**src/design/assert_macros.svh**
```systemverilog
// Assertion macros used by the converter's top module.
`ifndef ASSERT_MACROS_SVH
`define ASSERT_MACROS_SVH
// Implication checked on every clock edge outside reset.
`define ASSERT_IMPLIES(label, clk, rstn, cond, expr, msg) \
    label: assert property (@(posedge clk) disable iff (!rstn) (cond) |-> (expr)) \
        else $error(msg);
// Implication checked in the following cycle.
`define ASSERT_NEXT(label, clk, rstn, cond, expr, msg) \
    label: assert property (@(posedge clk) disable iff (!rstn) (cond) |=> (expr)) \
        else $error(msg);
`endif

```
**src/design/fpfc_pkg.sv**
```systemverilog
// Package with types, codes and constants of the fixed-point format converter.
package fpfc_pkg;
    localparam int FRACTION_BITS = 8;

    typedef enum logic [1:0] {
        REQ_INT_TO_FIXED   = 2'd0,
        REQ_FLOAT_TO_FIXED = 2'd1,
        REQ_FIXED_TO_FLOAT = 2'd2,
        REQ_FIXED_TO_INT   = 2'd3
    } req_type_t;

    typedef enum logic [1:0] {
        ST_OK    = 2'd0,
        ST_NAN   = 2'd1,
        ST_INF   = 2'd2,
        ST_RANGE = 2'd3
    } status_t;

    localparam logic signed [31:0] INT_MAX_OK = 32'sd8388607;
    localparam logic signed [31:0] INT_MIN_OK = -32'sd8388608;

    typedef struct packed {
        logic [1:0]         req_type;
        logic signed [31:0] int_value;
        logic [31:0]        float_bits;
        logic signed [31:0] fixed_value;
    } in_t;

    typedef struct packed {
        logic signed [31:0] fixed_result;
        logic [31:0]        float_result_bits;
        logic signed [23:0] int_result;
        logic [1:0]         status;
    } out_t;

    // Decoded operand handed from the front stage to the shift stage.
    typedef struct packed {
        req_type_t   req;
        status_t     status;
        logic        sign;
        logic [31:0] mag;
        logic [5:0]  shamt;
        logic        left;
        logic [5:0]  pos;
        logic [31:0] direct;
    } dec_t;

    // Shifted value with rounding bits, handed to the rounding stage.
    typedef struct packed {
        req_type_t   req;
        status_t     status;
        logic        sign;
        logic [31:0] shifted;
        logic        round_bit;
        logic        sticky;
        logic [5:0]  pos;
        logic [31:0] direct;
    } shf_t;
endpackage

```
**src/design/fixed_point_format_converter.sv**
```systemverilog
// Top level of the Q24.8 fixed-point format converter with its pipeline registers.
//
// Channel  Direction  Payload
// s_       in         fpfc_pkg::in_t   request transaction
// m_       out        fpfc_pkg::out_t  result transaction
//
// One transaction can enter every cycle unless a stall at m_ready backs up into
// the first stage. Decode, shift and round each end in a register, so a result
// is offered once its request has passed dec_reg, shf_reg and out_reg.
// Synchronous active-low reset clears only the stage valid bits.
// m_ready low holds a full stage only if all later ones are full; empty stages fill.
module fixed_point_format_converter (
    input  logic           aclk,
    input  logic           aresetn,
    input  logic           s_valid,
    output logic           s_ready,
    input  fpfc_pkg::in_t  s_data,
    output logic           m_valid,
    input  logic           m_ready,
    output fpfc_pkg::out_t m_data
);
    import fpfc_pkg::*;
    `include "assert_macros.svh"

    dec_t dec_next, dec_reg;
    shf_t shf_next, shf_reg;
    out_t out_next, out_reg;
    logic v1_reg, v2_reg, v3_reg;
    logic en1, en2, en3;

    fpfc_decode u_decode (.in_item(s_data), .dec(dec_next));
    fpfc_shift  u_shift  (.dec(dec_reg),    .shf(shf_next));
    fpfc_round  u_round  (.shf(shf_reg),    .res(out_next));

    assign en3 = !v3_reg || m_ready;
    assign en2 = !v2_reg || en3;
    assign en1 = !v1_reg || en2;
    assign s_ready = en1;
    assign m_valid = v3_reg;
    assign m_data = out_reg;

    always_ff @(posedge aclk) begin
        if (!aresetn) begin
            v1_reg <= 1'b0;
            v2_reg <= 1'b0;
            v3_reg <= 1'b0;
        end else begin
            if (en1) v1_reg <= s_valid;
            if (en2) v2_reg <= v1_reg;
            if (en3) v3_reg <= v2_reg;
        end
        if (en1) dec_reg <= dec_next;
        if (en2) shf_reg <= shf_next;
        if (en3) out_reg <= out_next;
    end

    `ASSERT_NEXT(a_out_holds, aclk, aresetn, m_valid && !m_ready, m_valid && $stable(m_data), "result changed while stalled")
    `ASSERT_IMPLIES(a_ready_when_empty, aclk, aresetn, !v1_reg, s_ready, "not ready with empty first stage")
    `ASSERT_IMPLIES(a_err_zero, aclk, aresetn, m_valid && m_data.status != ST_OK, m_data.fixed_result == 32'd0, "error result not zero")
endmodule

```
**src/design/fpfc_decode.sv**
```systemverilog
// Front stage: classifies the request and finds the float conversions' shift.
module fpfc_decode (
    input  fpfc_pkg::in_t  in_item,
    output fpfc_pkg::dec_t dec
);
    import fpfc_pkg::*;

    logic [7:0]  ex;
    logic [22:0] fr;
    logic [23:0] sig;
    logic [31:0] fmag;
    logic [5:0]  p;
    logic signed [9:0] k;
    logic [31:0] n_mag;
    logic [31:0] u;

    always_comb begin
        ex = in_item.float_bits[30:23];
        fr = in_item.float_bits[22:0];
        sig = (ex != 8'd0) ? {1'b1, fr} : {1'b0, fr};
        u = in_item.fixed_value;
        n_mag = u[31] ? (32'd0 - u) : u;
        p = 6'd0;
        for (int i = 0; i < 32; i++) begin
            if (n_mag[i]) p = 6'(i);
        end
        fmag = 32'd0;
        k = '0;
        dec = '0;
        dec.req = req_type_t'(in_item.req_type);
        dec.status = ST_OK;
        case (req_type_t'(in_item.req_type))
            REQ_INT_TO_FIXED: begin
                if (in_item.int_value > INT_MAX_OK || in_item.int_value < INT_MIN_OK) begin
                    dec.status = ST_RANGE;
                end else begin
                    dec.direct = 32'(in_item.int_value <<< FRACTION_BITS);
                end
            end
            REQ_FLOAT_TO_FIXED: begin
                dec.sign = in_item.float_bits[31];
                fmag = {8'd0, sig};
                k = (ex != 8'd0) ? (10'(ex) - 10'sd150 + 10'(FRACTION_BITS))
                                 : (-10'sd149 + 10'(FRACTION_BITS));
                dec.mag = fmag;
                if (k >= 0) begin
                    dec.left = 1'b1;
                    dec.shamt = 6'(k);
                end else begin
                    dec.left = 1'b0;
                    dec.shamt = (k < -10'sd26) ? 6'd26 : 6'(-k);
                end
                if (ex == 8'hFF) begin
                    dec.status = (fr != 23'd0) ? ST_NAN : ST_INF;
                end else if (ex >= 8'd151) begin
                    dec.status = ST_RANGE;
                end else if (ex >= 8'd150) begin
                    // Integral value from 2^23 up to 2^24 - 1.
                    if (!(in_item.float_bits[31] && sig == 24'h800000)) dec.status = ST_RANGE;
                end else if (ex == 8'd149 && sig == 24'hFFFFFF) begin
                    // 8388607.5 is beyond the positive bound.
                    if (!in_item.float_bits[31]) dec.status = ST_RANGE;
                end
                if (ex == 8'd149 && sig == 24'hFFFFFF && in_item.float_bits[31]) begin
                    dec.status = ST_OK;
                end
            end
            REQ_FIXED_TO_FLOAT: begin
                dec.sign = u[31];
                dec.mag = n_mag;
                dec.pos = p;
                if (p <= 6'd23) begin
                    dec.left = 1'b1;
                    dec.shamt = 6'd23 - p;
                end else begin
                    dec.left = 1'b0;
                    dec.shamt = p - 6'd23;
                end
            end
            REQ_FIXED_TO_INT: begin
                dec.direct = 32'(in_item.fixed_value >>> FRACTION_BITS);
            end
            default: dec.status = ST_OK;
        endcase
    end
endmodule

```
**src/design/fpfc_shift.sv**
```systemverilog
// Middle stage: aligns the magnitude and gathers the rounding bits.
module fpfc_shift (
    input  fpfc_pkg::dec_t dec,
    output fpfc_pkg::shf_t shf
);
    import fpfc_pkg::*;

    logic [63:0] wide;
    logic [63:0] mask;

    always_comb begin
        shf = '0;
        shf.req = dec.req;
        shf.status = dec.status;
        shf.sign = dec.sign;
        shf.pos = dec.pos;
        shf.direct = dec.direct;
        wide = 64'd0;
        mask = 64'd0;
        if (dec.left) begin
            shf.shifted = dec.mag << dec.shamt;
        end else begin
            wide = {dec.mag, 32'd0} >> dec.shamt;
            shf.shifted = wide[63:32];
            shf.round_bit = wide[31];
            mask = {33'd0, {31{1'b1}}};
            shf.sticky = |(wide & mask);
        end
    end
endmodule

```
**src/design/fpfc_round.sv**
```systemverilog
// Last stage: rounds, packs the float and forms the result transaction.
module fpfc_round (
    input  fpfc_pkg::shf_t shf,
    output fpfc_pkg::out_t res
);
    import fpfc_pkg::*;

    logic [32:0] q;
    logic [24:0] mant;
    logic [7:0]  expo;

    always_comb begin
        res = '0;
        q = {1'b0, shf.shifted} + {32'd0, shf.round_bit};
        mant = {1'b0, shf.shifted[23:0]};
        if (shf.round_bit && (shf.sticky || shf.shifted[0])) mant = mant + 25'd1;
        expo = 8'(shf.pos) - 8'(FRACTION_BITS) + 8'd127;
        if (mant[24]) begin
            mant = mant >> 1;
            expo = expo + 8'd1;
        end
        res.status = shf.status;
        case (shf.req)
            REQ_INT_TO_FIXED: begin
                if (shf.status == ST_OK) res.fixed_result = shf.direct;
            end
            REQ_FLOAT_TO_FIXED: begin
                if (shf.status == ST_OK) begin
                    res.fixed_result = shf.sign ? (32'd0 - q[31:0]) : q[31:0];
                end
            end
            REQ_FIXED_TO_FLOAT: begin
                if (shf.shifted != 32'd0) res.float_result_bits = {shf.sign, expo, mant[22:0]};
            end
            REQ_FIXED_TO_INT: res.int_result = shf.direct[23:0];
            default: res = '0;
        endcase
    end
endmodule

```
**config.mk**
```make
export PLATFORM = sky130hd
export DESIGN_NAME = fixed_point_format_converter
export DESIGN_NICKNAME = d
export VERILOG_FILES = /design/src/design/fpfc_pkg.sv /design/src/design/fixed_point_format_converter.sv /design/src/design/fpfc_decode.sv /design/src/design/fpfc_shift.sv /design/src/design/fpfc_round.sv
export VERILOG_INCLUDE_DIRS = /design/src /design/src/design
export SDC_FILE = /design/constraint.sdc
export NUM_CORES = 1
export LEC_CHECK = 0
export BUFFER_PORTS_ARGS = -buffer_cell sky130_fd_sc_hd__buf_2
export CORE_MARGIN = 4
export CORE_UTILIZATION = 50
export DETAILED_ROUTE_END_ITERATION = 8
export PLACE_DENSITY = 0.69
export SKIP_CTS_REPAIR_TIMING = 1
export SYNTH_ARGS = -nofsm -noshare
export SYNTH_HDL_FRONTEND = slang
export SYNTH_HIERARCHICAL = 1
export SYNTH_SLANG_ARGS = --single-unit
```
**constraint.sdc**
```tcl
create_clock -name aclk -period 8.65 [get_ports aclk]
set_input_delay 0 -clock aclk [delete_from_list [all_inputs] [get_ports aclk]]
set_output_delay 0 -clock aclk [all_outputs]
set_load 0.005 [all_outputs]
```
======== Word level (Yosys, flattened, before mapping) ========
Index checks and enable logic that the tools add are counted.
word-level totals
  register bits after elaboration ......... 252
  bits of input ports ..................... 102
  output and inout port bits .............. 92
  word-level logic and storage cells ...... 132
cells by class
  $add $sub $neg .......................... 12
  order comparisons ....................... 7
  equal/unequal tests ..................... 10
  shift operators ......................... 2
  muxes and demuxes ....................... 58
  reduce and logical (&&, ||, !) cells .... 20
operators with widths
  cell                                                                                   count
  32-bit two-way mux                                                                     6
  6-bit two-way mux                                                                      31
  32-bit case mux with 2 select lines                                                    2
  40-bit case mux with 2 select lines                                                    1
  64-bit by 6-bit >> shifter with 64-bit output                                          1
  1-bit by 32-bit subtractor with 32-bit output (first input constant)                   2
  24-bit equality test (second input constant)                                           2
  32-bit by 1-bit adder with 32-bit output                                               1
  32-bit by 24-bit greater-than comparator with 1-bit output (second input constant)     1
  32-bit by 24-bit less-than comparator with 1-bit output (second input constant)        1
  32-bit nonzero test                                                                    1
  32-bit by 6-bit << shifter with 32-bit output                                          1
  31-bit OR reduction                                                                    1
  24-bit by 1-bit adder with 25-bit output (second input constant)                       1
  25-bit two-way mux                                                                     1
  24-bit two-way mux                                                                     1
  23-bit two-way mux                                                                     1
  23-bit nonzero test                                                                    1
  2-bit two-way mux                                                                      9
  8-bit equality test (second input constant)                                            2
  8-bit greater-or-equal comparator (second input constant)                              2
  7-bit two-way mux                                                                      2
  10-bit by 4-bit adder with 10-bit output (second input constant)                       1
  10-bit by 1-bit greater-or-equal comparator with 1-bit output (second input constant)  1
  other kinds (21)                                                                       36

======== Depth between registers and ports, before layout ========
  depth in word-level cells ............... 36
  depth in mapped cells ................... 16
  gate-level depth less buffers ........... 14

======== Hierarchy ========
Netlist, hierarchy kept.
by module, submodules not included
  module                        times used  cells each  area an instance (µm²)  seq. area each (µm²)
  fixed_point_format_converter  1           261         7599.8                  7537.2
  fpfc_shift                    1           574         4490.6                  0.0
  fpfc_decode                   1           658         3867.5                  0.0
  fpfc_round                    1           552         3472.1                  0.0

======== Worst setup path after synthesis ========
No wires, ideal clock.
  path type ............................... register -> register
  from .................................... register shf_reg[40] (netlist name)
  to ...................................... register out_reg, in the netlist m_data[83], data pin
  library setup time ...................... 0.257 ns
  data arrival time ....................... 3.166 ns
  data required time ...................... 8.393 ns
  setup slack ............................. 5.227 ns
  cell stages (with the launch flop) ...... 13
  buffers on the path ..................... 3
  period minus slack after synthesis ...... 3.423 ns
  cells stage by stage .................... edfxtp_1 -> ha_1 -> buf_2 -> nand2_1 -> or4_4 -> buf_6 -> xor2_1 -> nand4_1 -> or3_1 -> buf_2 -> o31ai_1 -> mux2i_1 -> nand2_1
RTL lines
  item                      line                                source
  start: declaration        fixed_point_format_converter.sv:26  shf_t shf_next, shf_reg;
  start signal: assignment  fixed_point_format_converter.sv:53  if (en2) shf_reg <= shf_next;
  end signal: assignment    fixed_point_format_converter.sv:54  if (en3) out_reg <= out_next;
  end: declaration          fixed_point_format_converter.sv:27  out_t out_next, out_reg;

======== Final worst setup path ========
  from .................................... register dec_reg[39] (netlist name)
  to ...................................... register shf_reg[38] (netlist name), data pin
on the way
  longest elaborated chain between the ends .. 2
ends and longest elaborated chain
  item                                           line                                source
  start: declaration                             fixed_point_format_converter.sv:25  dec_t dec_next, dec_reg;
  start signal: assignment                       fixed_point_format_converter.sv:52  if (en1) dec_reg <= dec_next;
  64-bit by 6-bit >> shifter with 64-bit output  fpfc_shift.sv:23                    wide = {dec.mag, 32'd0} >> dec.shamt;
  31-bit OR reduction                            fpfc_shift.sv:27                    shf.sticky = |(wide & mask);
No other way between the ends.
A chain may end at the register's enable or synchronous reset.

==> results_dict.tcl <==
set metrics [dict create \
    port_buffers 193 \
    max_freq_mhz 209 \
    p_total_mw 3.53 \
    grt_pass1_vias 15516 \
    final_cell_mix "edfxtp_1, nand2_1, buf_2, nor2_1, a21oi_1" \
    gr-usage-met2_pct 44.1 \
    synthToLayoutAreaGrowth_pct 11.6 \
    drcViolationCount 0 \
    yosys.area.top_type_share_pct 38.5 \
    placed_area_mm2 0.0201 \
    final_common_cell "edfxtp_1" \
    register_area_mm2 0.00754 \
    htree_num_levels 1 \
    die_h_um 205 \
    clock_latency_ns 0.56 \
    fillers 3350 \
    grt_pass1_wl_um 91000 \
    powerDensity_mw_per_mm2 163 \
    synthArstFlopShare_pct 0 \
    skew_ns 0.0229 \
    dpl.hpwl_um 43800 \
    grt.total_usage_pct 27.1 \
    p_leak_nw 8.44 \
    r2r_cells 9 \
    synth_area_per_cell_um2 9.50 \
    required_ns 8.89 \
    ir_drop_mv 0.166 \
    cts_tree "yes" \
    drt-initial-drc-count 2144 \
    worstPathMaxFanout 54 \
    largest_reg_flops 90 \
    min_period_ns 4.77 \
    gp_congestion 0.979 \
    grt_max_degree 82 \
    worstPathArrival_ns 5.02 \
    grt_overflow 0 \
    outcome "finished clean" \
    maxCapViolations 0 \
    relSlewSlack_pct 31.3 \
    core.rowCount 71 \
    die_area_mm2 0.0421 \
    endpoint_kind "flop" \
    final_max_slew_viol_count 0 \
    drt_pass1_iterations 7 \
    busiest_layer "met2" \
    layout-drive-gt1-share_pct 17.1 \
    use_met3_pct 3.56 \
    yosysWarnings 6 \
    start_kind "flop" \
    clockBufferDepth 3 \
    hold_depth 2 \
    critPathKind "flop to flop" \
    die_w_um 205 \
    cts_buffers 27 \
    cts_sinks 252 \
    drt-vias-per-instance 6.52 \
    gr-usage-met1_pct 38.8 \
    setup_tns_ns 0 \
    ys_seq_area_share_pct 38.8 \
    ys_seq_elements 252 \
    min_period_over_period_pct 55.2 \
    synth_ff_type "edfxtp_1" \
    syn-num-nets 2163 \
    final_net_count 2261 \
    antenna_left 0 \
    yosys.area.top_type "edfxtp_1" \
    vias 17442 \
    fin_area_mm2 0.0217 \
    multi_input_comb_area_mm2 0.0107 \
    rsz0062_at_grt "no" \
    clkTransAtPathRegs_ns 0.07 \
    netlist_top_cells_area "edfxtp_1, mux4_2, nand2_1" \
    hp-class "input port to flop" \
    antenna_found_initial 2 \
    synthDistinctLibCells 97 \
    hold_violations 0 \
    tightestPinTransition_ns 1.03 \
    netlist_instances 2045 \
    start_util_pct 51.1 \
    io_pins 194 \
    wl_per_cell_um 22.9 \
    root_buffer "clkbuf_16" \
    finalSetupViolCount 0 \
    drt-total-wl_um 61300 \
    synth-edff-count 249 \
    syn_area_mm2 0.0194 \
    core_area_mm2 0.0380 \
]
==> report_power, final <==
group          switching (mW)  leakage, nW  internal [mW]  total [mW]
clock                   0.468        0.402          0.604        1.07
sequential              0.118         3.01           1.43        1.55
combinational           0.548         5.03          0.362       0.911
total                    1.13         8.44           2.40        3.53
==> critical path, stage by stage (launching register included) <==
cell	delay, ns
edfxtp_1	0.33
buf_4	0.41
buf_4	0.80
mux4_2	0.65
mux4_2	0.50
mux2_2	0.30
a2111o_1	0.29
or4_1	0.54
nor4_1	0.41
o311ai_1	0.21
==> cells in the mapped netlist (all sizes together), types with 8 or more instances <==
library cell	number
a211o	12
a211oi	17
a21o	8
a21oi	91
a22oi	29
a31oi	29
a32oi	12
and2	26
and3	41
buf	94
clkbuf	125
edfxtp	249
ha	16
inv	39
mux2	19
mux2i	68
mux4	64
nand2	221
nand2b	13
nand3	71
nand4	52
nor2	194
nor2b	19
nor3	54
nor4	42
o211ai	12
o21a	10
o21ai	84
o22a	9
o22ai	20
o31ai	21
o41ai	8
or3	28
or4	14
xnor2	61
xor2	42
==> metrics by stage <==
stage	setup WS, ns	utilization, %	hold slack, ns	std cells
after floorplan	5.23	-	0.117	2045
after global placement	4.13	52.8	0.212	2549
after detailed placement	3.92	52.8	0.218	2549
after CTS	3.88	55.0	-0.347	2596
after global routing	3.63	57.0	0.0108	2674
final	3.88	57.0	0.0109	2674
==> cell type report <==
| class | instances | share of cell area [%] |
|---|---|---|
| flip-flops and latches | 252 | 34.8 |
| diodes | 2 | 0.0231 |
| clock inverters | 16 | 0.589 |
| repair buffers | 288 | 8.62 |
| multi-input cells | 1534 | 49.2 |
| clock buffers | 31 | 3.19 |
| well taps | 511 | 2.95 |
| inverters | 40 | 0.704 |
==> kinds of logic after synthesis <==
kind of cell | count (synthesis) | share of synthesized area, %
other cells | 1 | 0.0193
mux | 151 | 12.0
xor+xnor | 103 | 4.64
buf+inv | 259 | 6.36
simple gates | 818 | 21.4
fa+ha+maj | 16 | 1.03
compound gates | 445 | 15.7
flops | 252 | 38.8
==> worst paths after layout <==
path | slack, ns | end | startpoint
setup reg to reg | 3.88 | shf_reg[38] | dec_reg[39]
hold / removal | 0.01 | dec_reg[3] | s_data[11]
setup / recovery | 3.88 | shf_reg[38] | dec_reg[39]
hold reg to reg | 0.42 | shf_reg[23] | dec_reg[23]
==> metal layers <==
metal / routed length (um) / up-vias
met1: 25400 / 8403
met4: 1910 / 0
met5: 0 / -
li1: - / 7915
met3: 5110 / 135
met2: 28900 / 989
Note: power is estimated with default switching activity, not from simulation.
